<file path="src/hw/rtl/cfr_pkg.sv">
// Shared types and constants for the control frame receiver.
// Used by every module of the block; depends on nothing.
package cfr_pkg;

    localparam int FRAME_LEN = 20;
    localparam int POS_W     = 5;

    typedef logic [POS_W-1:0] t_pos;

    localparam t_pos POS_SYNC0 = t_pos'(0);
    localparam t_pos POS_SYNC1 = t_pos'(1);
    localparam t_pos POS_LAST  = t_pos'(FRAME_LEN - 1);

    localparam logic [7:0] SYNC0   = 8'd1;
    localparam logic [7:0] SYNC1   = 8'd16;
    localparam logic [8:0] SUM_MOD = 9'd255;

    // Frame byte positions that feed the result
    localparam int B_TOUCH    = 3;
    localparam int B_PITCH    = 4;
    localparam int B_JOG_PLS  = 8;
    localparam int B_JOG_SPD  = 10;
    localparam int B_JOG_FLG  = 12;
    localparam int B_CUE_LOOP = 14;
    localparam int B_PLAY     = 15;
    localparam int B_SEARCH   = 16;
    localparam int B_TEMPO    = 17;
    localparam int B_MODE     = 18;

    localparam int FIRST_USED = B_TOUCH;
    localparam int LAST_USED  = B_MODE;
    localparam int USED_N     = LAST_USED - FIRST_USED + 1;
    localparam int USED_W     = $clog2(USED_N);

    localparam int JOG_ACTIVE_BIT   = 7;
    localparam int JOG_FORWARD_BIT  = 6;
    localparam int JOG_PRESSURE_BIT = 4;

    localparam logic CMD_STORE  = 1'b0;
    localparam logic CMD_COMMIT = 1'b1;

    typedef struct packed {
        logic       kind;
        t_pos       pos;
        logic [7:0] data;
    } t_cmd;

    typedef struct packed {
        logic valid;
        t_cmd cmd;
    } t_cmd_xfer;

    typedef struct packed {
        logic [7:0]  touch;
        logic [15:0] pitch;
        logic [15:0] jog_pulse;
        logic [15:0] jog_speed;
        logic [2:0]  jog_flags;
        logic [7:0]  buttons_cue_loop;
        logic [1:0]  buttons_play;
        logic [3:0]  buttons_search;
        logic [6:0]  buttons_tempo;
        logic [5:0]  buttons_mode;
    } t_result;

    typedef struct packed {
        logic    valid;
        t_result res;
    } t_res_xfer;

endpackage

</file>
<file path="src/hw/rtl/cfr_front.sv">
// Front end: tracks frame position and mod-255 checksum, classifies each byte.
// Emits store commands and a commit on a good checksum. Depends on cfr_pkg.
module cfr_front (
    input  logic              i_clk,
    input  logic              i_rst_n,
    input  logic              i_push,
    input  logic [7:0]        i_rx_byte,
    input  logic              i_q_full,
    output cfr_pkg::t_cmd_xfer o_cmd
);
    import cfr_pkg::*;

    t_pos       r_pos, n_pos;
    logic [7:0] r_sum, n_sum;
    logic       accept;
    logic [8:0] sum_raw;
    logic [8:0] sum_mod;

    assign accept  = i_push && !i_q_full;
    assign sum_raw = {1'b0, r_sum} + {1'b0, i_rx_byte};
    // r_sum <= 254, so one subtract is enough
    assign sum_mod = (sum_raw >= SUM_MOD) ? (sum_raw - SUM_MOD) : sum_raw;

    always_comb begin
        n_pos          = r_pos;
        n_sum          = r_sum;
        o_cmd.valid    = 1'b0;
        o_cmd.cmd.kind = CMD_STORE;
        o_cmd.cmd.pos  = r_pos;
        o_cmd.cmd.data = i_rx_byte;
        if (accept) begin
            if (r_pos == POS_SYNC0 && i_rx_byte != SYNC0) begin
                n_pos = POS_SYNC0;
            end else if (r_pos == POS_SYNC1 && i_rx_byte != SYNC1) begin
                n_pos = POS_SYNC0;
            end else if (r_pos < POS_LAST) begin
                o_cmd.valid = 1'b1;
                n_pos       = r_pos + t_pos'(1);
                n_sum       = (r_pos == POS_SYNC0) ? i_rx_byte : sum_mod[7:0];
            end else begin
                n_pos = POS_SYNC0;
                if (i_rx_byte == r_sum) begin
                    o_cmd.valid    = 1'b1;
                    o_cmd.cmd.kind = CMD_COMMIT;
                end
            end
        end
    end

    always_ff @(posedge i_clk) begin
        if (!i_rst_n) begin
            r_pos <= POS_SYNC0;
            r_sum <= 8'd0;
        end else begin
            r_pos <= n_pos;
            r_sum <= n_sum;
        end
    end

endmodule

</file>
<file path="src/hw/rtl/cfr_cmd_queue.sv">
// Two-entry command queue between front end and back end.
// Depends on cfr_pkg for the command type.
module cfr_cmd_queue (
    input  logic               i_clk,
    input  logic               i_rst_n,
    input  cfr_pkg::t_cmd_xfer i_push,
    input  logic               i_pop,
    output logic               o_full,
    output cfr_pkg::t_cmd_xfer o_head
);
    import cfr_pkg::*;

    t_cmd       r_slot [2];
    logic       r_wr, r_rd;
    logic [1:0] r_cnt;
    logic       do_push, do_pop;

    assign o_full       = (r_cnt == 2'd2);
    assign o_head       = {(r_cnt != 2'd0), r_slot[r_rd]};
    assign do_push      = i_push.valid && !o_full;
    assign do_pop       = i_pop && o_head.valid;

    always_ff @(posedge i_clk) begin
        if (do_push) begin
            r_slot[r_wr] <= i_push.cmd;
        end
    end

    always_ff @(posedge i_clk) begin
        if (!i_rst_n) begin
            r_wr  <= 1'b0;
            r_rd  <= 1'b0;
            r_cnt <= 2'd0;
        end else begin
            if (do_push) begin
                r_wr <= ~r_wr;
            end
            if (do_pop) begin
                r_rd <= ~r_rd;
            end
            r_cnt <= r_cnt + {1'b0, do_push} - {1'b0, do_pop};
        end
    end

endmodule

</file>
<file path="src/hw/rtl/cfr_back.sv">
// Back end: writes frame bytes into the frame registers and, on commit,
// unpacks them into a result transaction. Depends on cfr_pkg.
module cfr_back (
    input  logic               i_clk,
    input  cfr_pkg::t_cmd_xfer i_head,
    input  logic               i_res_full,
    output logic               o_pop,
    output cfr_pkg::t_res_xfer o_res
);
    import cfr_pkg::*;

    logic [7:0]      r_frame [USED_N];
    logic            is_commit;
    logic            in_range;
    t_pos            ofs;
    logic [7:0]      jog;

    assign is_commit   = (i_head.cmd.kind == CMD_COMMIT);
    assign o_pop       = i_head.valid && (!is_commit || !i_res_full);
    assign in_range    = (i_head.cmd.pos >= t_pos'(FIRST_USED))
                      && (i_head.cmd.pos <= t_pos'(LAST_USED));
    assign ofs         = i_head.cmd.pos - t_pos'(FIRST_USED);

    always_ff @(posedge i_clk) begin
        if (o_pop && !is_commit && in_range) begin
            r_frame[ofs[USED_W-1:0]] <= i_head.cmd.data;
        end
    end

    assign jog = r_frame[B_JOG_FLG - FIRST_USED];

    always_comb begin
        o_res.valid                = i_head.valid && is_commit && !i_res_full;
        o_res.res.touch            = r_frame[B_TOUCH - FIRST_USED];
        o_res.res.pitch            = {r_frame[B_PITCH - FIRST_USED],
                                      r_frame[B_PITCH + 1 - FIRST_USED]};
        o_res.res.jog_pulse        = {r_frame[B_JOG_PLS - FIRST_USED],
                                      r_frame[B_JOG_PLS + 1 - FIRST_USED]};
        o_res.res.jog_speed        = {r_frame[B_JOG_SPD - FIRST_USED],
                                      r_frame[B_JOG_SPD + 1 - FIRST_USED]};
        o_res.res.jog_flags        = {jog[JOG_ACTIVE_BIT], jog[JOG_FORWARD_BIT],
                                      jog[JOG_PRESSURE_BIT]};
        o_res.res.buttons_cue_loop = r_frame[B_CUE_LOOP - FIRST_USED];
        o_res.res.buttons_play     = r_frame[B_PLAY - FIRST_USED][1:0];
        o_res.res.buttons_search   = r_frame[B_SEARCH - FIRST_USED][3:0];
        o_res.res.buttons_tempo    = r_frame[B_TEMPO - FIRST_USED][6:0];
        o_res.res.buttons_mode     = r_frame[B_MODE - FIRST_USED][5:0];
    end

endmodule

</file>
<file path="src/hw/rtl/cfr_result_queue.sv">
// Two-entry result queue that drives the output ports.
// Depends on cfr_pkg for the result type.
module cfr_result_queue (
    input  logic               i_clk,
    input  logic               i_rst_n,
    input  cfr_pkg::t_res_xfer i_push,
    input  logic               i_pop,
    output logic               o_full,
    output logic               o_empty,
    output cfr_pkg::t_result   o_head
);
    import cfr_pkg::*;

    t_result    r_slot [2];
    logic       r_wr, r_rd;
    logic [1:0] r_cnt;
    logic       do_push, do_pop;

    assign o_full  = (r_cnt == 2'd2);
    assign o_empty = (r_cnt == 2'd0);
    assign o_head  = r_slot[r_rd];
    assign do_push = i_push.valid && !o_full;
    assign do_pop  = i_pop && !o_empty;

    always_ff @(posedge i_clk) begin
        if (do_push) begin
            r_slot[r_wr] <= i_push.res;
        end
    end

    always_ff @(posedge i_clk) begin
        if (!i_rst_n) begin
            r_wr  <= 1'b0;
            r_rd  <= 1'b0;
            r_cnt <= 2'd0;
        end else begin
            if (do_push) begin
                r_wr <= ~r_wr;
            end
            if (do_pop) begin
                r_rd <= ~r_rd;
            end
            r_cnt <= r_cnt + {1'b0, do_push} - {1'b0, do_pop};
        end
    end

endmodule

</file>
<file path="src/hw/rtl/control_frame_receiver_core.sv">
// Control frame receiver: bytes in through a push/full queue interface,
// decoded frames out through an empty/pop queue interface.
//
// Input: one serial byte per transaction on i_rx_byte, accepted when push is
// high and full is low. One byte per cycle is taken while full stays low; the
// front end updates position and the mod-255 checksum for each accepted byte.
// Frames are 20 bytes: byte 0 = 1, byte 1 = 16, byte 19 = sum of bytes 0..18
// mod 255. Bad sync bytes are dropped and hunting restarts; a frame with a
// bad checksum produces nothing.
// Output: one result transaction per good frame, visible once the commit has
// passed the command queue and the back end has pushed it into the result queue
// (later while the result queue is full), held while empty is low until pop.
// Stall: a two-entry command queue parts front and back end and a two-entry
// result queue parts the back end from the receiver. When the receiver stops
// popping, the result queue fills, the back end holds its commit, the command
// queue fills and full rises; no byte or result is lost.
// Reset (synchronous, i_rst_n low): both queues empty, position 0, sum 0.
// Frame byte registers are not reset; every read byte is written first.
module control_frame_receiver_core (
    input  logic        i_clk,
    input  logic        i_rst_n,
    input  logic        push,
    input  logic [7:0]  i_rx_byte,
    output logic        full,
    output logic        empty,
    input  logic        pop,
    output logic [7:0]  o_touch,
    output logic [15:0] o_pitch,
    output logic [15:0] o_jog_pulse,
    output logic [15:0] o_jog_speed,
    output logic [2:0]  o_jog_flags,
    output logic [7:0]  o_buttons_cue_loop,
    output logic [1:0]  o_buttons_play,
    output logic [3:0]  o_buttons_search,
    output logic [6:0]  o_buttons_tempo,
    output logic [5:0]  o_buttons_mode
);
    import cfr_pkg::*;

    t_cmd_xfer front_cmd;
    t_cmd_xfer q_head;
    logic      back_pop;
    t_res_xfer back_res;
    logic      res_full;
    t_result   res_head;

    cfr_front u_front (
        .i_clk     (i_clk),
        .i_rst_n   (i_rst_n),
        .i_push    (push),
        .i_rx_byte (i_rx_byte),
        .i_q_full  (full),
        .o_cmd     (front_cmd)
    );

    cfr_cmd_queue u_cmd_queue (
        .i_clk   (i_clk),
        .i_rst_n (i_rst_n),
        .i_push  (front_cmd),
        .i_pop   (back_pop),
        .o_full  (full),
        .o_head  (q_head)
    );

    cfr_back u_back (
        .i_clk      (i_clk),
        .i_head     (q_head),
        .i_res_full (res_full),
        .o_pop      (back_pop),
        .o_res      (back_res)
    );

    cfr_result_queue u_res_queue (
        .i_clk   (i_clk),
        .i_rst_n (i_rst_n),
        .i_push  (back_res),
        .i_pop   (pop),
        .o_full  (res_full),
        .o_empty (empty),
        .o_head  (res_head)
    );

    assign o_touch            = res_head.touch;
    assign o_pitch            = res_head.pitch;
    assign o_jog_pulse        = res_head.jog_pulse;
    assign o_jog_speed        = res_head.jog_speed;
    assign o_jog_flags        = res_head.jog_flags;
    assign o_buttons_cue_loop = res_head.buttons_cue_loop;
    assign o_buttons_play     = res_head.buttons_play;
    assign o_buttons_search   = res_head.buttons_search;
    assign o_buttons_tempo    = res_head.buttons_tempo;
    assign o_buttons_mode     = res_head.buttons_mode;

`ifndef SYNTH
    // A command is only produced for an accepted byte
    a_cmd_needs_accept: assert property (@(posedge i_clk) disable iff (!i_rst_n)
        front_cmd.valid |-> (push && !full))
        else $error("front end issued a command without an accepted byte");

    // A queued command is visible to the back end on the next cycle
    a_cmd_lands: assert property (@(posedge i_clk) disable iff (!i_rst_n)
        front_cmd.valid |=> q_head.valid)
        else $error("accepted command not visible in command queue");

    // A popped commit always leaves a result waiting
    a_commit_result: assert property (@(posedge i_clk) disable iff (!i_rst_n)
        (back_pop && q_head.cmd.kind == CMD_COMMIT) |=> !empty)
        else $error("commit popped but no result queued");

    // Back end never drops a commit: if it cannot push it must not pop it
    a_commit_held: assert property (@(posedge i_clk) disable iff (!i_rst_n)
        (q_head.valid && q_head.cmd.kind == CMD_COMMIT && res_full) |-> !back_pop)
        else $error("commit popped while result queue full");
`endif

endmodule

</file>
<file path="config.mk">
export PLATFORM = sky130hd
export DESIGN_NAME = control_frame_receiver_core
export DESIGN_NICKNAME = d
export VERILOG_FILES = /design/src/hw/rtl/cfr_pkg.sv /design/src/hw/rtl/cfr_front.sv /design/src/hw/rtl/cfr_cmd_queue.sv /design/src/hw/rtl/cfr_back.sv /design/src/hw/rtl/cfr_result_queue.sv /design/src/hw/rtl/control_frame_receiver_core.sv
export SDC_FILE = /design/constraint.sdc
export NUM_CORES = 1
export LEC_CHECK = 0
export ABC_CLOCK_PERIOD_IN_PS = 10700
export BUFFER_PORTS_ARGS = -buffer_cell sky130_fd_sc_hd__buf_2
export CORE_MARGIN = 8
export CORE_UTILIZATION = 45
export CTS_BUF_LIST = sky130_fd_sc_hd__clkbuf_8
export CTS_CLUSTER_DIAMETER = 40
export CTS_CLUSTER_SIZE = 24
export DETAILED_ROUTE_END_ITERATION = 7
export PLACE_DENSITY = 0.73
export SLEW_MARGIN = 25
export SYNTH_ARGS = -nofsm -noshare
export SYNTH_HDL_FRONTEND = slang
export SYNTH_SLANG_ARGS = --single-unit
</file>
<file path="constraint.sdc">
create_clock -name i_clk -period 10.7 [get_ports i_clk]
set_input_delay 1.07 -clock i_clk [delete_from_list [all_inputs] [get_ports i_clk]]
set_output_delay 1.07 -clock i_clk [all_outputs]
set_load 0.05 [all_outputs]
</file>
Word level (Yosys, flattened, before mapping)
Memories as Yosys holds them, arrays and structs flattened. A register that Yosys moved wholly into a read port is not among the register bits.
Index checks and enable logic that the tools add are counted.
- register bits: 21
- bits in latches: 0
- bits in writable memories: 328
- ROM bits: 0
- bits of input ports: 12
- output and inout bits: 88
- logic and storage cells: 78
- memories kept: 3
- $add $sub $neg: 8
- multiply operators: 0
- div/mod/pow operators: 0
- magnitude comparators: 4
- eq/ne operators: 6
- shifts and indexed selects: 0
- muxes and demuxes: 21
- bitwise gates (word level): 6
- reduce and logical (&&, ||, !) cells: 22
- memories (memory ; depth ; bits a word ; read ports ; clocked after Yosys merged registers in ; wr ports ; line ; text):
    u_res_queue.r_slot ; 2 ; 86 ; 1 ; 1 ; 1 ; cfr_result_queue.sv:14 ; t_result r_slot [2];
    u_back.r_frame ; 16 ; 8 ; 13 ; 0 ; 1 ; cfr_back.sv:12 ; logic [7:0] r_frame [USED_N];
    u_cmd_queue.r_slot ; 2 ; 14 ; 1 ; 1 ; 1 ; cfr_cmd_queue.sv:13 ; t_cmd r_slot [2];
- operator list (cell ; count):
    $mux 8 ; 2
    $mux 5 ; 3
    $logic_and 1x1->1 ; 13
    $mux 1 ; 12
    $add 8x8->9 ; 1
    $ge 9x8->1 const B ; 1
    $eq 8x8->1 ; 1
    $mux 2 ; 4
    $ne 8x1->1 const B ; 1
    $ne 8x5->1 const B ; 1
    $sub 8x8->8 const B ; 1
    $not 1->1 ; 6
    $add 5x1->5 const B ; 1
    $eq 5x1->1 const B ; 1
    $ge 5x2->1 const B ; 1
    $le 5x5->1 const B ; 1
    $logic_not 5->1 ; 1
    $lt 5x5->1 const B ; 1
    $add 2x1->2 ; 2
    $eq 2x2->1 const B ; 2
    $logic_not 1->1 ; 4
    $reduce_and 4->1 ; 1
    $sub 2x1->2 ; 2
    $sub 4x2->4 const B ; 1
    other kinds (3) ; 3

Longest topological paths before layout
Gate-level depths: netlist of the first run.
- depth after elaboration: 9
- gate-level depth with buffers: 10
- depth with buffers taken out: 10

Cells and area by module
A second synthesis of the first run with hierarchy kept.
- cells, all modules: 660
- area, all modules: 12075.3 sq um
- by module, submodules not included (module ; instances ; cells each ; area an instance (sq um) ; sequential area each (sq um)):
    cfr_result_queue ; 1 ; 295 ; 6643.9 ; 5265.0
    cfr_back ; 1 ; 113 ; 2752.6 ; 2582.5
    cfr_front ; 1 ; 183 ; 1435.1 ; 260.2
    cfr_cmd_queue ; 1 ; 69 ; 1243.7 ; 940.9

Least setup slack after synthesis of the first run
No wires, ideal clock.
- path type: register to register
- start: reg with a tool-made name
- end: mem u_res_queue.r_slot[0][0] (netlist name) (enable)
- setup time: 0.742 ns
- arrival: 8.814 ns
- data required time: 9.958 ns
- setup slack: 1.143 ns
- cell stages (with the launch flop): 5
- buffers on the path: 1
- period minus slack after synthesis: 9.557 ns
- path through: dfxtp_1 > buf_2 > mux2_2 > inv_1 > nor4_1
- RTL lines (element ; line):
    to (decl) ; cfr_result_queue.sv:14

==> Implementation_results.wiki, run 1 <==
{| class="wikitable"
! Metric !! Value
|-
| Run status || finished clean
|-
| Root cell of the clock tree || sky130_fd_sc_hd__clkbuf_8
|-
| Final-report setup violation count || 0
|-
| Wire length of the first global-routing pass || approximately 36000 um
|-
| Detailed-route vias per instance || 5.364
|-
| Ratio of cells with drive above 1 in the final layout || ~34%
|-
| Latest clock arrival within the worst-skew pair || roughly 0.55 ns
|-
| Final sum of negative setup slack || 0 ns
|-
| Number of detailed-routing iterations run before antenna repair || 5
|-
| Floorplan row count || between 50 and 60
|-
| Type of the tightest min-delay check || register to register
|-
| Transition time of the tightest slew-check pin || 1.035 ns
|-
| Number of fill cells in the layout || approximately 2100
|-
| Number of H-tree levels || 2
|-
| GR Util All Layers || 14.57%
|-
| Starting utilization of the core area || 45.89%
|-
| Number of buffers created by CTS || 35
|-
| Gate count after technology mapping || 689
|-
| Post-synth cell types || 70
|-
| Footprint of the multi-input gates || 2814 um^2
|-
| Dominant cells by area after synthesis || sky130_fd_sc_hd__edfxtp_1 72%, sky130_fd_sc_hd__mux2_2 8.9%, sky130_fd_sc_hd__dfxtp_1 3.8%
|-
| Min Tclk post-route || 3.350 ns
|-
| Clock edge transition at the registers on the reported setup and hold paths || 0.08 ns
|-
| Post-synthesis average cell area || 17.41 um^2
|-
| CP max FO || 77
|-
| Crit path capture type || output pin
|-
| Aggregate routed wire length || 23250 um
|-
| Quantity of gates resized following cts || 0
|-
| DRC viols || 0
|-
| Commonest cells in the synthesized netlist || 286 x sky130_fd_sc_hd__edfxtp_1, 95 x sky130_fd_sc_hd__mux2_2, 49 x sky130_fd_sc_hd__nor2_1
|-
| Final design utilization || 52.28%
|-
| Core outline area || 26130 um^2
|-
| Gpl congestion || ~0.85
|-
| Synth Net Count || 718
|-
| Met3 GRT Util || 3.328%
|-
| Met2 Usage GRT || 25.38%
|-
| GRT met1 Usage || 17.89%
|-
| Clock tree from TritonCTS || built
|-
| Average detailed-routed wire length per instance || 19.86 um
|-
| Remaining global-route overflow || 0
|-
| Final layout net count || 839
|-
| Worst Path Required || 9.63 ns
|-
| Overall power of the completed layout || 3.445 mW
|-
| Skew final || 0.03908 ns
|-
| Estimated wirelength of the detail-placed design || about 15000 um
|-
| Post-synthesis sequential element count || 309
|-
| Cts hold-fix bufs || 0
|-
| Proportion of synthesized flip-flops having asynchronous set or reset || 0%
|-
| Reg-to-reg slack, setup || 7.59 ns
|-
| Peak-usage layer in the global routing report || met2
|-
| Number of enable-type register cells in the synthesized netlist || 286
|-
| Die span in y || between 150 and 200 um
|-
| Via total after detailed routing || 6281
|-
| Top-area cell type share of the netlist area || 71.61%
|-
| Seq/Total Area, Yosys || between 70% and 80%
|-
| Fraction of the cycle the final worst path needs || 31.31%
|-
| Top cell type by total area after synthesis || sky130_fd_sc_hd__edfxtp_1
|-
| Vias in the first global route || 6402
|-
| Die width || 179.3 um
|-
| Startpoint Class || register
|-
| Synth Flop Type || sky130_fd_sc_hd__edfxtp_1
|-
| Post-CTS setup buffer count || 0
|-
| Layout area overhead || 13.92%
|-
| Max Transition Viols Final || 0
|-
| Worst-case headroom to the max-slew limit || between 30% and 40%
|-
| Setup repair after global routing missed its margin || false
|-
| Largest net degree at the start of global routing || 78
|-
| I/O pin cnt || 100
|-
| Highest ir drop seen on vdd || 0.0001445 V
|-
| Max Root-Sink Buffers || 3
|-
| Max Cap Viol || 0
|-
| Synth warn || 0
|-
| Buffers added on ports || 99
|-
| Number of nets with antenna violations after detailed routing || 0
|-
| PD cells || 252.2 nW/um^2
|-
| CTS sink count || 309
|-
| Storage element area || 9054 um^2
|-
| Iter 0 DRT Violations || 447
|-
| Cell with the most instances after synthesis || sky130_fd_sc_hd__edfxtp_1
|-
| Highest Clock Rate || around 0.30 GHz
|-
| Post-synth design cell area || 11990 um^2
|-
| Die ar. || between 30000 and 40000 um^2
|-
| Antenna diode count || 0
|-
| Setup Crit Path Kind || register to output pin
|-
| Antenna violations before repair || 1
|-
| Leakage component of the power || around 4.6 nW
|-
| Worst EP arrival || about 2.3 ns
|-
| Final Hold Fails || 0
|}
-- critical path, stage by stage (launching register included) --
cell and delay (ns):
sky130_fd_sc_hd__dfxtp_4 0.43, sky130_fd_sc_hd__buf_6 0.56, sky130_fd_sc_hd__mux2_2 0.43, sky130_fd_sc_hd__buf_2 0.22
-- kinds of logic (layout without fill, tap and decap cells) --
logic type / Yosys count / in the layout / share of synthesized area [%]
xor+xnor: 13 / 13 / 0.9494
buf+inv: 35 / 182 / 1.210
mux: 98 / 98 / 9.275
flops: 309 / 309 / 75.45
simple gates: 132 / 132 / 5.613
fa+ha+maj: 17 / 17 / 1.836
compound gates: 85 / 85 / 5.665
-- metrics by stage --
step | instance area (um^2) | hold WS [ns] | setup WS (ns) | instances
after CTS | 13650 | 0.4245 | 7.072 | 1171
final | 13660 | 0.4232 | 7.350 | 1171
after detailed placement | 12870 | 0.4290 | 6.856 | 1108
after global routing | 13660 | 0.4212 | 7.197 | 1171
after floorplan | 11990 | 0.4215 | 1.143 | 689
after global placement | 12870 | 0.4219 | 6.938 | 1108
-- metal layers --
| metal | vias up | wire [um] |
|---|---|---|
| met4 | 2 | 506 |
| met1 | 3128 | 9478 |
| met5 | - | 12 |
| met2 | 166 | 11780 |
| met3 | 46 | 1469 |
| li1 | 2939 | - |
-- report_power, final --
| group | switching (mW) | internal, mW | leakage (nW) |
|---|---|---|---|
| Clock | 0.429 | 0.429 | 0.386 |
| Sequential | 0.0530 | 1.46 | 2.79 |
| Combinational | 0.789 | 0.281 | 1.47 |
| Total | 1.27 | 2.17 | 4.64 |
-- sequential cells by signal, summed over array words and instances (netlist names), named ones only --
name / count
u_res_queue.r_slot: 172
u_back.r_frame: 86
u_cmd_queue.r_slot: 28
u_front.r_sum: 8
u_front.r_pos: 5
u_cmd_queue.r_cnt: 2
u_res_queue.r_cnt: 2
u_cmd_queue.r_rd: 1
u_cmd_queue.r_wr: 1
u_res_queue.r_rd: 1
u_res_queue.r_wr: 1
-- placed cells by master (no fill, tap or decap), types with 6 or more instances in the layout --
cell                         Yosys  layout
sky130_fd_sc_hd__dfxtp_1        23      21
sky130_fd_sc_hd__ha_1           16      16
sky130_fd_sc_hd__clkinvlp_4      0       7
sky130_fd_sc_hd__mux2_2         95      95
sky130_fd_sc_hd__a21oi_1        14      14
sky130_fd_sc_hd__nand2b_1        6       6
sky130_fd_sc_hd__nor3_1         16      16
sky130_fd_sc_hd__buf_2           3      99
sky130_fd_sc_hd__nor2_1         49      49
sky130_fd_sc_hd__nand3_1         9       9
sky130_fd_sc_hd__o21ai_0        14      14
sky130_fd_sc_hd__xnor2_1         8       8
sky130_fd_sc_hd__inv_1          15      18
sky130_fd_sc_hd__edfxtp_1      286     286
sky130_fd_sc_hd__clkbuf_8        0      36
sky130_fd_sc_hd__nand2_1        17      17
-- area by class of cell --
| class | instances | area share (%) |
|---|---|---|
| clock buffers | 36 | 3.627 |
| clock inverters | 27 | 2.070 |
| repair buffers | 104 | 3.956 |
| well taps | 335 | 3.068 |
| flip-flops and latches | 309 | 66.27 |
| multi-input cells | 345 | 20.60 |
| inverters | 15 | 0.4121 |
-- final timing paths --
check / start / to / depth (start not counted)
worst max-delay path: register / o_buttons_cue_loop[1] / 3
worst min-delay path: u_back.r_frame[8][1]$_DFFE_PP_ / u_res_queue.r_slot[0][31]$_DFFE_PP_ / 0
worst max register to register: register / u_back.r_frame[0][4]$_DFFE_PP_ / 5
worst min register to register: u_back.r_frame[8][1]$_DFFE_PP_ / u_res_queue.r_slot[0][31]$_DFFE_PP_ / 0
(Power assumes the default switching activity.)
==> run 2: changes to the inputs <==
Settings changed: ABC_AREA set to 1, ABC_CLOCK_PERIOD_IN_PS 10700 to 2700, PLACE_DENSITY 0.73 to 0.75.
Clock period 10.7 ns to 2.7 ns, I/O delays scaled along.
==> run 2 against run 1 <==
Net effect:
- register-to-register slack lost 7.4 ns
- clock skew shrank 0.0076 ns
- clock power grew to 3.9 times the previous value
- design area grew 0.95%
- setup slack lost 7.2 ns
- power grew to 3.8 times the previous value
- via count shrank 2.5%
- synthesized area shrank 1.1%
- die area shrank 0.99%
- synthesized cell count grew 5.4%
- critical endpoint is now u_front.r_sum[4]$_SDFFE_PN0P_
==> Implementation_results.wiki, run 2 <==
{| class="wikitable"
! Metric !! Value
|-
| Run status || finished clean
|-
| Internal power contribution || 8.465 mW
|-
| Highest Clock Rate || approximately 0.40 GHz
|-
| Proportion of synthesized flip-flops having asynchronous set or reset || 0%
|-
| Final sum of negative setup slack || 0 ns
|-
| Post-synthesis average cell area || between 15 and 20 um^2
|-
| Commonest cells in the synthesized netlist || 286 x sky130_fd_sc_hd__edfxtp_1, 95 x sky130_fd_sc_hd__nand2_1, 86 x sky130_fd_sc_hd__mux2_2
|-
| Die span in y || roughly 180 um
|-
| Clock power share || 25.6%
|-
| Transition time of the tightest slew-check pin || between 0.7 and 0.8 ns
|-
| Delay-heaviest family, CP || simple AND/OR/NAND/NOR gates
|-
| Largest net degree at the start of global routing || 46
|-
| Min Tclk post-route || 2.514 ns
|-
| Post-route cell area || 13790 um^2
|-
| Max Transition Viols Final || 0
|-
| Post-CTS setup buffer count || 0
|-
| Antenna violations before repair || 0
|-
| Skew final || 0.03148 ns
|-
| DRC viols || 0
|-
| Launch point of the worst hold path || i_rx_byte[1]
|-
| Area after detailed placement || 12960 um^2
|-
| Number of nets with antenna violations after detailed routing || 0
|-
| CP max FO || 8
|-
| Remaining global-route overflow || 0
|-
| Dominant cells by area after synthesis || sky130_fd_sc_hd__edfxtp_1 72%, sky130_fd_sc_hd__mux2_2 8.2%, sky130_fd_sc_hd__dfxtp_1 3.9%
|-
| CTS sink count || 309
|-
| Type of the tightest min-delay check || input port to register
|-
| Topmost layer with routed signal wires || met4
|-
| I/O pin cnt || 100
|-
| Core outline area || 25980 um^2
|-
| Latest clock arrival within the worst-skew pair || 0.54 ns
|-
| Setup Crit Path Kind || input port to register
|-
| Number of detailed-routing iterations run before antenna repair || 5
|-
| Most common cell after layout, fill and taps aside || sky130_fd_sc_hd__edfxtp_1
|-
| GR Util All Layers || 13.86%
|-
| Vias in the first global route || a little over 6000
|-
| Die ar. || between 30000 and 40000 um^2
|-
| Max Cap Viol || 0
|-
| Overall power of the completed layout || 12.97 mW
|-
| Synth warn || 0
|-
| Series of cell instances along the critical path || dlygate4sd3_1 > buf_2 > ha_1 > fa_1 > nand3_1 > nand3_1 > nand2_1 > nand2_1 > nor2_4 > nand4_4 > nand3_4 > nand2_1 > nand3_1 > nand2_1 > a21oi_1
|-
| Reg-to-reg slack, setup || 0.21 ns
|-
| Top-area cell type share of the netlist area || between 70% and 80%
|-
| Commonest cells after routing, fill and taps aside || 286 x sky130_fd_sc_hd__edfxtp_1, 99 x sky130_fd_sc_hd__buf_2, 95 x sky130_fd_sc_hd__nand2_1
|-
| Floorplan row count || 59
|-
| Final-report setup violation count || 0
|-
| Estimated wirelength of the detail-placed design || around 14000 um
|-
| Buffers added on ports || 99
|-
| Seq/Total Area, Yosys || 76.28%
|-
| Antenna diode count || 0
|-
| Switching Power || 4.502 mW
|-
| Instance count along the most critical hold path || 1
|-
| Synth Flop Type || sky130_fd_sc_hd__edfxtp_1
|-
| Cell with the most instances after synthesis || sky130_fd_sc_hd__edfxtp_1
|-
| Min setup slack post-route || 0.1865 ns
|-
| Final layout net count || 906
|-
| Worst Path Required || 3.13 ns
|-
| Number of buffers created by CTS || 34
|-
| Sequential share of power || 46.8%
|-
| Post-synth cell types || 40
|-
| Final Hold Fails || 0
|-
| Met2 WL || 11310 um
|-
| Aggregate routed wire length || 22190 um
|-
| Synth Net Count || 755
|-
| Final design utilization || 53.08%
|-
| Startpoint Class || input port
|-
| Largest stage delay, worst path || 0.54 ns
|-
| Switching portion of total power || 34.72%
|-
| Iter 0 DRT Violations || between 300 and 400
|-
| Detailed-route vias per instance || 4.951
|-
| Max Root-Sink Buffers || 3
|-
| Layout area overhead || 16.26%
|-
| Gate count after technology mapping || 726
|-
| Pre-CTS setup slack || 0.2090 ns
|-
| Die width || 178.4 um
|-
| Number of fill cells in the layout || 2068
|-
| Clock edge transition at the registers on the reported setup and hold paths || 0.07 ns
|-
| Fraction of the cycle the final worst path needs || 93.09%
|-
| Number of enable-type register cells in the synthesized netlist || roughly 290
|-
| Routed metal-1 wire length || around 9100 um
|-
| Length of routed met3 wiring || 1305 um
|-
| Clock tree from TritonCTS || built
|-
| Worst EP arrival || 2.94 ns
|-
| Post-synth design cell area || 11860 um^2
|-
| Via total after detailed routing || 6125
|-
| Max reg flops || around 170
|-
| Crit Reg-Reg Endpoint || u_back.r_frame[14][3]$_DFFE_PP_
|-
| Gpl congestion || 0.8126
|-
| Largest register by flop count || u_res_queue.r_slot
|-
| Post-synthesis sequential element count || 309
|-
| Number of H-tree levels || 2
|-
| Worst-case headroom to the max-slew limit || 49.27%
|-
| Setup repair after global routing missed its margin || false
|-
| Cell with the largest stage delay on the worst path || sky130_fd_sc_hd__dlygate4sd3_1
|-
| Crit path capture type || register
|-
| Root cell of the clock tree || sky130_fd_sc_hd__clkbuf_8
|-
| Starting utilization of the core area || 45.65%
|-
| Highest ir drop seen on vdd || 0.0005225 V
|-
| Destination of the worst hold path || u_cmd_queue.r_slot[0][1]$_DFFE_PP_
|-
| Leakage component of the power || approximately 5.0 nW
|-
| CP Buf/Inv Count || 2
|-
| Wire length of the first global-routing pass || between 30000 and 40000 um
|-
| Average detailed-routed wire length per instance || 17.94 um
|-
| Ratio of cells with drive above 1 in the final layout || roughly 34%
|-
| PD cells || 940.2 nW/um^2
|-
| Gate power share || 27.6%
|-
| Top cell type by total area after synthesis || sky130_fd_sc_hd__edfxtp_1
|-
| CP most frequent cell || sky130_fd_sc_hd__nand2_1
|-
| FF-to-FF path depth || 12
|}
[run 2: changes by cell type in the layout (fill, tap and decap cells not counted), moves of 7 or more]
cell                            before  now
sky130_fd_sc_hd__nor3_1             16    2
sky130_fd_sc_hd__dlygate4sd3_1       0    7
sky130_fd_sc_hd__inv_2               0    7
sky130_fd_sc_hd__buf_4               3   20
sky130_fd_sc_hd__inv_1              18   46
sky130_fd_sc_hd__mux2_2             95   86
sky130_fd_sc_hd__nand2_1            17   95
sky130_fd_sc_hd__nand2_2             0    7
sky130_fd_sc_hd__nor2_1             49   33
sky130_fd_sc_hd__nand3_1             9   18
sky130_fd_sc_hd__a21oi_1            14   25
[run 2: worst max path at each step]
stage,start,endpoint,slack [ns],depth (start not counted)
2_1_floorplan,register,u_res_queue.r_slot[1][0]$_DFFE_PP_,0.03,7
3_3_place_gp,register,u_back.r_frame[13][1]$_DFFE_PP_,0.30,11
3_5_place_dp,register,u_back.r_frame[13][0]$_DFFE_PP_,0.21,11
4_1_cts,register,u_back.r_frame[13][0]$_DFFE_PP_,0.18,11
5_1_grt,i_rx_byte[0],u_front.r_sum[3]$_SDFFE_PN0P_,0.03,15
6_report,i_rx_byte[0],u_front.r_sum[4]$_SDFFE_PN0P_,0.19,15
[run 2: power groups by stage]
stage | Clock, mW | Combinational (mW) | Sequential [mW]
after detailed placement | 0 | 3.65 | 6.17
final | 3.32 | 3.58 | 6.06
after global placement | 0 | 3.63 | 6.16
after floorplan | 0 | 2.56 | 6.10
after global routing | 3.60 | 3.85 | 6.10
after CTS | 3.42 | 3.67 | 6.07
[run 2: repair_timing]
action	CTS	global route
hold buffers	7	0
endpoints found under the setup margin	0	6
hold endpoints to repair	14	0
resized for setup	0	2
[run 2: worst register-to-register path: stages, from the launching register on]
cell                      delay [ns]
sky130_fd_sc_hd__dfxtp_1        0.55
sky130_fd_sc_hd__inv_2          0.19
sky130_fd_sc_hd__or2_1          0.26
sky130_fd_sc_hd__o21ai_2        0.10
sky130_fd_sc_hd__nor2_2         0.09
sky130_fd_sc_hd__inv_2          0.07
sky130_fd_sc_hd__nand2_1        0.07
sky130_fd_sc_hd__inv_2          0.07
sky130_fd_sc_hd__nand2_2        0.09
sky130_fd_sc_hd__a21oi_4        0.20
sky130_fd_sc_hd__nand3_1        0.16
sky130_fd_sc_hd__nor2_1         0.16
sky130_fd_sc_hd__buf_4          0.19
[run 2: per-layer routing]
layer	track usage, %	up-vias
li1	-	2953
met1	17.11	2993
met2	24.18	137
met3	2.540	42
met4	4.685	0
met5	0	-
[run 2: logic make-up (layout without fill, tap and decap cells)]
kind of cell / after synthesis / count (layout) / share of synthesized area, %
AO/OA/AOI/OAI: 44 / 44 / 2.183
XOR/XNOR: 9 / 9 / 0.6645
adder cells (fa/ha/maj): 17 / 17 / 1.856
buffers and inverters: 64 / 240 / 2.141
flip-flops: 309 / 309 / 76.28
multiplexers: 88 / 88 / 8.332
AND/OR/NAND/NOR: 195 / 195 / 8.543
[run 2: per-stage QoR]
| step | hold WS, ns | std cells |
|---|---|---|
| after CTS | 0.002917 | 1237 |
| after global placement | 0.4221 | 1169 |
| after global routing | 0.03196 | 1237 |
| after detailed placement | 0.4290 | 1169 |
| after floorplan | 0.3689 | 726 |
| final | 0.03704 | 1237 |
[run 2: final cells by class]
| type | count | area (um^2) | share of cell area (%) |
|---|---|---|---|
| sequential | 309 | 9052 | 65.64 |
| tap | 335 | 419.2 | 3.039 |
| inverter | 49 | 183.9 | 1.334 |
| timing repair buffer | 130 | 795.8 | 5.770 |
| multi-input combinational | 353 | 2582 | 18.72 |
| clock inverter | 26 | 276.5 | 2.005 |
| clock buffer | 35 | 481.7 | 3.493 |
